$ cat config.mk
export PLATFORM = sky130hd
export DESIGN_NAME = multi_button_debounce_autorepeat_unit
export DESIGN_NICKNAME = d
export VERILOG_FILES = /design/src/mbda_pkg.sv /design/src/mbda_key_table.sv /design/src/mbda_slot_mem.sv /design/src/mbda_event_calc.sv /design/src/multi_button_debounce_autorepeat_unit.sv
export SDC_FILE = /design/constraint.sdc
export NUM_CORES = 2
export LEC_CHECK = 0
export BUFFER_PORTS_ARGS = -buffer_cell sky130_fd_sc_hd__buf_2
export CELL_PAD_IN_SITES_DETAIL_PLACEMENT = 1
export CELL_PAD_IN_SITES_GLOBAL_PLACEMENT = 2
export CORE_MARGIN = 1
export CORE_UTILIZATION = 48
export CTS_CLUSTER_SIZE = 28
export DETAILED_ROUTE_END_ITERATION = 6
export PLACE_DENSITY = 0.83
export SETUP_SLACK_MARGIN = 0.15
export SLEW_MARGIN = 20
export SYNTH_ARGS = -nofsm -noshare
export SYNTH_HDL_FRONTEND = slang
export SYNTH_SLANG_ARGS = --single-unit
$ cat constraint.sdc
create_clock -name clk -period 15.4 [get_ports clk]
set_clock_uncertainty 0.15 [all_clocks]
set_input_delay 0.77 -clock clk [delete_from_list [all_inputs] [get_ports clk]]
set_output_delay 0.77 -clock clk [all_outputs]
set_load 0.02 [all_outputs]
$ cat src/mbda_pkg.sv
// Shared types and constants for the multi-button debounce and auto-repeat unit.
// Used by every module under src; depends on nothing else.
package mbda_pkg;

  localparam int PORT_W = 4;
  localparam int PIN_W  = 16;
  localparam int TIME_W = 32;
  localparam int CFG_W  = 16;
  localparam int CFG_INDEX_W = 2;

  // Configuration register indexes.
  localparam logic [CFG_INDEX_W-1:0] CFG_DEBOUNCE     = 2'd0;
  localparam logic [CFG_INDEX_W-1:0] CFG_REP_START    = 2'd1;
  localparam logic [CFG_INDEX_W-1:0] CFG_REP_INTERVAL = 2'd2;
  localparam logic [CFG_INDEX_W-1:0] CFG_ACTIVE       = 2'd3;

  // Register values after reset.
  localparam logic [CFG_W-1:0] DEBOUNCE_RST     = 16'd20;
  localparam logic [CFG_W-1:0] REP_START_RST    = 16'd300;
  localparam logic [CFG_W-1:0] REP_INTERVAL_RST = 16'd50;
  localparam logic             ACTIVE_RST       = 1'b0;

  typedef enum logic [1:0] {
    EV_NONE    = 2'd0,
    EV_SHORT   = 2'd1,
    EV_REPEAT  = 2'd2,
    EV_RELEASE = 2'd3
  } event_t;

  typedef struct packed {
    logic [CFG_W-1:0] debounce;
    logic [CFG_W-1:0] rep_start;
    logic [CFG_W-1:0] rep_interval;
    logic             active;
  } cfg_t;

  // Per-slot press tracking, one word of the slot memory.
  typedef struct packed {
    logic              confirmed;
    logic [TIME_W-1:0] press_time;
    logic [TIME_W-1:0] repeat_time;
  } slot_entry_t;

  // Result of a key lookup.
  typedef struct packed {
    logic hit;
    logic fresh;
    logic full;
  } lookup_t;

endpackage

$ cat src/mbda_key_table.sv
// Key table: the (port, pin) binding of every slot, the fill count and the match search.
// Depends on mbda_pkg.
module mbda_key_table #(
  parameter int SLOT_COUNT = 16,
  parameter int IDX_W      = 4
) (
  input  logic                       clk,
  input  logic                       rst,
  input  logic                       match_en,
  input  logic                       bind_en,
  input  logic [mbda_pkg::PORT_W-1:0] key_port,
  input  logic [mbda_pkg::PIN_W-1:0]  key_pin,
  output logic [IDX_W-1:0]           slot_idx,
  output mbda_pkg::lookup_t          lookup
);

  localparam int CNT_W = $clog2(SLOT_COUNT + 1);

  // Slots are bound in order and never freed, so slot i is bound exactly
  // when i is below the fill count.
  logic [CNT_W-1:0]            fill_count;
  logic [mbda_pkg::PORT_W-1:0] slot_port [SLOT_COUNT];
  logic [mbda_pkg::PIN_W-1:0]  slot_pin  [SLOT_COUNT];
  logic [SLOT_COUNT-1:0]       match;
  logic [IDX_W-1:0]            hit_idx;

  always_ff @(posedge clk) begin
    if (rst) begin
      fill_count <= '0;
    end else if (bind_en && lookup.fresh) begin
      fill_count <= fill_count + CNT_W'(1);
    end
  end

  always_ff @(posedge clk) begin
    if (bind_en && lookup.fresh) begin
      slot_port[fill_count[IDX_W-1:0]] <= key_port;
      slot_pin[fill_count[IDX_W-1:0]]  <= key_pin;
    end
  end

  // One compare per slot, registered before the encode.
  always_ff @(posedge clk) begin
    if (match_en) begin
      for (int i = 0; i < SLOT_COUNT; i++) begin
        match[i] <= (CNT_W'(i) < fill_count) && (slot_port[i] == key_port) &&
                    (slot_pin[i] == key_pin);
      end
    end
  end

  // Keys are unique, so at most one match bit is set and an OR encode suffices.
  always_comb begin
    hit_idx = '0;
    for (int i = 0; i < SLOT_COUNT; i++) begin
      if (match[i]) begin
        hit_idx = hit_idx | IDX_W'(i);
      end
    end
  end

  assign lookup.hit   = |match;
  assign lookup.fresh = !lookup.hit && (fill_count < CNT_W'(SLOT_COUNT));
  assign lookup.full  = !lookup.hit && !lookup.fresh;
  assign slot_idx     = lookup.hit ? hit_idx : fill_count[IDX_W-1:0];

endmodule

$ cat src/mbda_slot_mem.sv
// Slot memory: press tracking words, one write and one registered read port.
// Depends on mbda_pkg.
module mbda_slot_mem #(
  parameter int DEPTH  = 16,
  parameter int ADDR_W = 4
) (
  input  logic                  clk,
  input  logic                  we,
  input  logic [ADDR_W-1:0]     waddr,
  input  mbda_pkg::slot_entry_t wdata,
  input  logic                  re,
  input  logic [ADDR_W-1:0]     raddr,
  output mbda_pkg::slot_entry_t rdata
);

  mbda_pkg::slot_entry_t mem [DEPTH];

  always_ff @(posedge clk) begin
    if (we) begin
      mem[waddr] <= wdata;
    end
  end

  always_ff @(posedge clk) begin
    if (re) begin
      rdata <= mem[raddr];
    end
  end

endmodule

$ cat src/mbda_event_calc.sv
// Debounce and auto-repeat decision for one slot: event and updated tracking word.
// Depends on mbda_pkg.
module mbda_event_calc (
  input  mbda_pkg::slot_entry_t      cur,
  input  logic                       fresh,
  input  logic                       down,
  input  logic [mbda_pkg::TIME_W-1:0] now,
  input  mbda_pkg::cfg_t             cfg,
  output mbda_pkg::event_t           ev,
  output mbda_pkg::slot_entry_t      upd
);

  mbda_pkg::slot_entry_t           entry;
  logic [mbda_pkg::TIME_W-1:0]     since_press;
  logic [mbda_pkg::TIME_W-1:0]     since_repeat;

  // A slot just bound has never been written and starts from the reset word.
  assign entry        = fresh ? '0 : cur;
  assign since_press  = now - entry.press_time;
  assign since_repeat = now - entry.repeat_time;

  always_comb begin
    upd = entry;
    ev  = mbda_pkg::EV_NONE;
    if (!down) begin
      upd.confirmed  = 1'b0;
      upd.press_time = '0;
      ev             = mbda_pkg::EV_RELEASE;
    end else if (!entry.confirmed) begin
      // A press time of zero means no press is pending.
      if (entry.press_time == '0) begin
        upd.press_time = now;
      end else if (since_press >= {16'd0, cfg.debounce}) begin
        upd.confirmed   = 1'b1;
        upd.press_time  = now;
        upd.repeat_time = now;
        ev              = mbda_pkg::EV_SHORT;
      end
    end else if ((since_press >= {16'd0, cfg.rep_start}) &&
                 (since_repeat >= {16'd0, cfg.rep_interval})) begin
      upd.repeat_time = now;
      ev              = mbda_pkg::EV_REPEAT;
    end
  end

endmodule

$ cat src/multi_button_debounce_autorepeat_unit.sv
// Multi-button debounce and auto-repeat unit, top level; uses mbda_pkg, mbda_key_table,
// mbda_slot_mem and mbda_event_calc. An item passes the MATCH, FIND and EXEC states, and
// its result is then loaded into the output register. The match, encode and memory
// read-modify-write sequence handles one item at a time; an item is taken while a
// result still waits. Reset (rst, synchronous) frees all slots, restores the register
// defaults and empties the output register. The slot memory needs no clearing pass.
module multi_button_debounce_autorepeat_unit #(
  parameter int SLOT_COUNT = 16
) (
  input  logic                          clk,
  input  logic                          rst,
  // Configuration write port.
  input  logic                          cfg_wr_en,
  input  logic [mbda_pkg::CFG_INDEX_W-1:0] cfg_index,
  input  logic [mbda_pkg::CFG_W-1:0]    cfg_data,
  // Sample channel.
  input  logic                          in_valid,
  output logic                          in_stall,
  input  logic [mbda_pkg::PORT_W-1:0]   port_id,
  input  logic [mbda_pkg::PIN_W-1:0]    pin_mask,
  input  logic                          pin_level,
  input  logic [mbda_pkg::TIME_W-1:0]   now_ms,
  // Result channel.
  output logic                          out_valid,
  input  logic                          out_stall,
  output logic [1:0]                    event_res,
  output logic                          table_full,
  output logic                          pressed_pulse,
  output logic                          clicked
);

  localparam int IDX_W = (SLOT_COUNT > 1) ? $clog2(SLOT_COUNT) : 1;

  // The sequencer walks each item through four steps:
  //   IDLE  - wait for and capture an item,
  //   MATCH - compare the item's key against all bound slots,
  //   FIND  - pick the matching slot or bind a new one, and read its memory word,
  //   EXEC  - decide the event, write the word back and load the output register.
  // EXEC waits only when the output register still holds an untaken result.
  typedef enum logic [3:0] {
    ST_IDLE  = 4'b0001,
    ST_MATCH = 4'b0010,
    ST_FIND  = 4'b0100,
    ST_EXEC  = 4'b1000
  } state_t;

  state_t state, state_next;

  mbda_pkg::cfg_t cfg;

  logic [mbda_pkg::PORT_W-1:0] port_q;
  logic [mbda_pkg::PIN_W-1:0]  pin_q;
  logic                        level_q;
  logic [mbda_pkg::TIME_W-1:0] now_q;

  logic [IDX_W-1:0]      slot_idx;
  logic [IDX_W-1:0]      slot_idx_q;
  mbda_pkg::lookup_t     lookup;
  mbda_pkg::lookup_t     lookup_q;

  mbda_pkg::slot_entry_t rd_entry;
  mbda_pkg::slot_entry_t wr_entry;
  mbda_pkg::event_t      ev;

  logic in_take;
  logic out_load;

  assign in_stall = (state != ST_IDLE);
  assign in_take  = in_valid && !in_stall;
  // The output register can be loaded when it is empty or being emptied now.
  assign out_load = (state == ST_EXEC) && (!out_valid || !out_stall);

  // Configuration registers; every index of the port maps to a register.
  always_ff @(posedge clk) begin
    if (rst) begin
      cfg.debounce     <= mbda_pkg::DEBOUNCE_RST;
      cfg.rep_start    <= mbda_pkg::REP_START_RST;
      cfg.rep_interval <= mbda_pkg::REP_INTERVAL_RST;
      cfg.active       <= mbda_pkg::ACTIVE_RST;
    end else if (cfg_wr_en) begin
      unique case (cfg_index)
        mbda_pkg::CFG_DEBOUNCE:     cfg.debounce     <= cfg_data;
        mbda_pkg::CFG_REP_START:    cfg.rep_start    <= cfg_data;
        mbda_pkg::CFG_REP_INTERVAL: cfg.rep_interval <= cfg_data;
        mbda_pkg::CFG_ACTIVE:       cfg.active       <= cfg_data[0];
        default: ;
      endcase
    end
  end

  always_comb begin
    state_next = state;
    unique case (state)
      ST_IDLE:  if (in_take) begin
        state_next = ST_MATCH;
      end
      ST_MATCH: state_next = ST_FIND;
      ST_FIND:  state_next = ST_EXEC;
      ST_EXEC:  if (out_load) begin
        state_next = ST_IDLE;
      end
      default:  state_next = ST_IDLE;
    endcase
  end

  always_ff @(posedge clk) begin
    if (rst) begin
      state <= ST_IDLE;
    end else begin
      state <= state_next;
    end
  end

  // Captured sample fields.
  always_ff @(posedge clk) begin
    if (in_take) begin
      port_q  <= port_id;
      pin_q   <= pin_mask;
      level_q <= pin_level;
      now_q   <= now_ms;
    end
  end

  // Lookup outcome, held for the write-back in EXEC.
  always_ff @(posedge clk) begin
    if (state == ST_FIND) begin
      slot_idx_q <= slot_idx;
      lookup_q   <= lookup;
    end
  end

  mbda_key_table #(
    .SLOT_COUNT (SLOT_COUNT),
    .IDX_W      (IDX_W)
  ) u_key_table (
    .clk      (clk),
    .rst      (rst),
    .match_en (state == ST_MATCH),
    .bind_en  (state == ST_FIND),
    .key_port (port_q),
    .key_pin  (pin_q),
    .slot_idx (slot_idx),
    .lookup   (lookup)
  );

  // The word of an item's slot is read in FIND and written back in EXEC; with one
  // item in flight a read never meets a pending write to the same slot.
  mbda_slot_mem #(
    .DEPTH  (SLOT_COUNT),
    .ADDR_W (IDX_W)
  ) u_slot_mem (
    .clk   (clk),
    .we    (out_load && !lookup_q.full),
    .waddr (slot_idx_q),
    .wdata (wr_entry),
    .re    (state == ST_FIND),
    .raddr (slot_idx),
    .rdata (rd_entry)
  );

  mbda_event_calc u_event_calc (
    .cur   (rd_entry),
    .fresh (lookup_q.fresh),
    .down  (level_q == cfg.active),
    .now   (now_q),
    .cfg   (cfg),
    .ev    (ev),
    .upd   (wr_entry)
  );

  // Output register. A full table leaves every slot untouched and reports no event.
  always_ff @(posedge clk) begin
    if (rst) begin
      out_valid <= 1'b0;
    end else if (out_load) begin
      out_valid <= 1'b1;
    end else if (!out_stall) begin
      out_valid <= 1'b0;
    end
  end

  always_ff @(posedge clk) begin
    if (out_load) begin
      if (lookup_q.full) begin
        event_res     <= mbda_pkg::EV_NONE;
        table_full    <= 1'b1;
        pressed_pulse <= 1'b0;
        clicked       <= 1'b0;
      end else begin
        event_res     <= ev;
        table_full    <= 1'b0;
        pressed_pulse <= (ev == mbda_pkg::EV_SHORT) || (ev == mbda_pkg::EV_REPEAT);
        clicked       <= (ev == mbda_pkg::EV_SHORT);
      end
    end
  end

endmodule

==> metrics <==
largest net degree at the start of global routing=161; first-pass GRT wire length=307,000 um; worst r2r src=lookup_q[1]$_DFFE_PN_; post-cts hold buffer count=38; initial antenna violation count=10; Final Setup Violations=0; placer congestion estimate=0.940; reg-to-reg critical path endpoint=u_slot_mem.mem[5][18]$_DFFE_PP_; Worst R2R Setup Slack=5.81 ns; I/O Buffers=82; Initial Utilization=48.6%; worst skew pair latency=0.80 ns; Post-Syn Instances=5,331; Main synth FF type=edfxtp_1; Yosys top cell area share=67.3%; Worst Hold Class=input pin to flip-flop; Rows=136; IO Pins=83; Die W=376 um; Worst Tran Pin Value=1.20 ns; worst path cell trace=inv_2, buf_4, nand2_1, ha_1, and3_1, a211oi_1, a21oi_1, a31o_2, a21oi_1, nor2_1, nor2_1, xnor2_1, ha_1, a311o_1, a2111oi_0, nand4_1, or4_1, nor4_1, nand4_1, nor4_1, a31oi_1, a2bb2oi_4, buf_4, mux2i_1; Clock Pin Slew Worst Setup and Hold Paths=0.06 ns; vias in the first global route=45.9k; Worst Path Arrival=9.86 ns; Root Buffer=clkbuf_16; Max H-tree Level=4; Max-Cap Viols=0; CTS Buffer Depth=3; Largest stage delay, worst path=1.04 ns; leak pwr=0.0260 uW; Cell variety after synth=74; hold slack=0.0548 ns; Pre-antenna DRT Iters=5; synthesized flop and latch total=1,564; via/cell ratio=6.07; most frequent cells in the layout=edfxtp_1 (1,505), nand2_1 (1,271), nand3_1 (549); fin area=75,500 um^2; grt ovf=0; drt total wl=209,000 um; critical path class=flip-flop to flip-flop; Tcrit/Tclk final=62.3%; FF-to-FF path depth=24; final worst slack=5.81 ns; Synth Area per Inst=12.6 um^2; fin. max-slew vios=0; Placed Area=69,800 um^2; syn_nets=5,528; Critical Path RT=15.66 ns; Power Density=121 nW/um^2; maximum vdd drop=0.129 mV; Synth area leaders=edfxtp_1 (67%), nand2_1 (7.1%), nand3_1 (4.1%), xor2_1 (3.2%), ha_1 (2.2%); crit path buf inv count=3; Worst path depth=24; post-CTS setup buffer count=0; Slew HR=18.0%; layout cell share with drive strength beyond 1=8.85%; Post-synth EDFFs=1,505; Final TNS setup=0 ns; Seq/Total Area, Yosys=69.0%; crit start category=flip-flop; Layout area overhead=12.3%; dpl ws=6.03 ns; routed len/inst=28.3 um; # DRC=0; DP HPWL=122,000 um; number of gates resized after cts=0; Critical Path Sink=u_slot_mem.mem[5][18]$_DFFE_PP_; status=complete, no violations; leading area contributor after synthesis=edfxtp_1; gr usage total=29.4%; area of the core=138,000 um^2; Chip Height=376 um; DR iter-0 viols=4,386; Crit-path slowest cell=mux2i_1; RSZ-0062 raised after global routing=no; commonest non-fill, non-tap cell in the layout=edfxtp_1; Critical Path Sink Type=flip-flop; die area=141,000 um^2; CTS Sinks=1,564; family with the most delay on the worst path=compound AO/OA/AOI/OAI gates; Tmin final=9.59 ns; Max Freq=104 MHz; Final Hold Vio Count=0; vias=45.0k; Mapped Area=67,200 um^2; FFs w/ async S/R, synth=0%; CTS Buf Count=162; antenna viol nets, final=0; CP startpoint=lookup_q[1]$_DFFE_PN_; CTS tree=built; Nets=5,610; Yosys warnings=0; CP Max Fanout=41
[layer usage]
layer	track usage, %	wire length, um
met3	4.21	13400
met1	40.9	90300
met5	0	13
met4	8.11	5210
met2	48.4	100000
[report_power, final]
| part | total, uW | switching (uW) | leakage (uW) | internal [uW] |
|---|---|---|---|---|
| Combinational | 515 | 355 | 0.00927 | 160 |
| Clock | 3880 | 1660 | 0.00253 | 2220 |
| Sequential | 4740 | 27.2 | 0.0142 | 4710 |
[flip-flops by register name (all words and copies together), names as in the netlist]
| name | flops |
|---|---|
| slot_idx_q | 4 |
| u_key_table.fill_count | 5 |
| out_valid | 1 |
| pressed_pulse | 1 |
| lookup_q | 2 |
| pin_q | 16 |
| event_res | 2 |
| level_q | 1 |
| u_key_table.slot_port | 64 |
| table_full | 1 |
| clicked | 1 |
| cfg | 49 |
| u_slot_mem.mem | 1040 |
| u_slot_mem.rdata | 65 |
| u_key_table.slot_pin | 256 |
| now_q | 32 |
| port_q | 4 |
| state | 4 |
| u_key_table.match | 16 |
[cell families (layout without fill, tap and decap cells)]
logic type / after synthesis / count (layout) / synth area share (%)
other: 0 / 2 / 0
AND/OR/NAND/NOR: 2260 / 2260 / 14.9
AO/OA/AOI/OAI: 549 / 549 / 5.83
flip-flops: 1564 / 1564 / 69.0
adder cells (fa/ha/maj): 121 / 121 / 2.28
multiplexers: 56 / 56 / 0.842
buffers and inverters: 420 / 635 / 2.40
XOR/XNOR: 361 / 361 / 4.71
[area by class of cell]
| type | instances | area (um^2) |
|---|---|---|
| Fill cell | 13777 | 62700 |
| Antenna cell | 2 | 5.00 |
| Tap cell | 1863 | 2330 |
| Clock inverter | 86 | 831 |
| Sequential cell | 1564 | 46400 |
| Clock buffer | 211 | 4360 |
| Multi-Input combinational cell | 3347 | 19500 |
| Timing Repair Buffer | 234 | 1680 |
| Inverter | 104 | 410 |
[stage by stage]
step	power (uW)	util, %	instances
floorplan	5120	-	5331
global placement	5310	50.5	7074
detailed placement	5320	50.5	7074
CTS	9160	54.5	7409
global route	9350	54.6	7409
finish	9130	54.6	7411
[synth_stat cells, drive strengths merged, types with 5 or more instances]
| library cell | n |
|---|---|
| a2111oi | 12 |
| a211o | 5 |
| a211oi | 15 |
| a21o | 29 |
| a21oi | 126 |
| a22o | 14 |
| a311oi | 130 |
| a31oi | 75 |
| and2 | 8 |
| and3 | 71 |
| buf | 31 |
| clkbuf | 285 |
| dfxtp | 59 |
| edfxtp | 1505 |
| ha | 119 |
| inv | 103 |
| mux2i | 52 |
| nand2 | 1271 |
| nand2b | 15 |
| nand3 | 549 |
| nand3b | 11 |
| nand4 | 61 |
| nor2 | 103 |
| nor2b | 30 |
| nor3 | 38 |
| nor4 | 73 |
| o2111ai | 5 |
| o211a | 5 |
| o211ai | 9 |
| o21a | 16 |
| o21ai | 54 |
| o21bai | 7 |
| o311ai | 7 |
| o41ai | 8 |
| or2 | 7 |
| or3 | 7 |
| xnor2 | 112 |
| xor2 | 249 |
[how the worst min path moves through the flow]
stage / to / start / cells past startpoint
detailed placement: cfg[15]$_SDFFE_PP0P_ / cfg[15]$_SDFFE_PP0P_ / 2
finish: now_q[31]$_DFFE_PP_ / now_ms[31] / 1
global route: now_q[9]$_DFFE_PP_ / now_ms[9] / 1
CTS: now_q[31]$_DFFE_PP_ / now_ms[31] / 1
floorplan: cfg[10]$_SDFFE_PP0P_ / cfg[10]$_SDFFE_PP0P_ / 2
global placement: cfg[10]$_SDFFE_PP0P_ / cfg[10]$_SDFFE_PP0P_ / 2
Power figures use the tool's default switching activity.
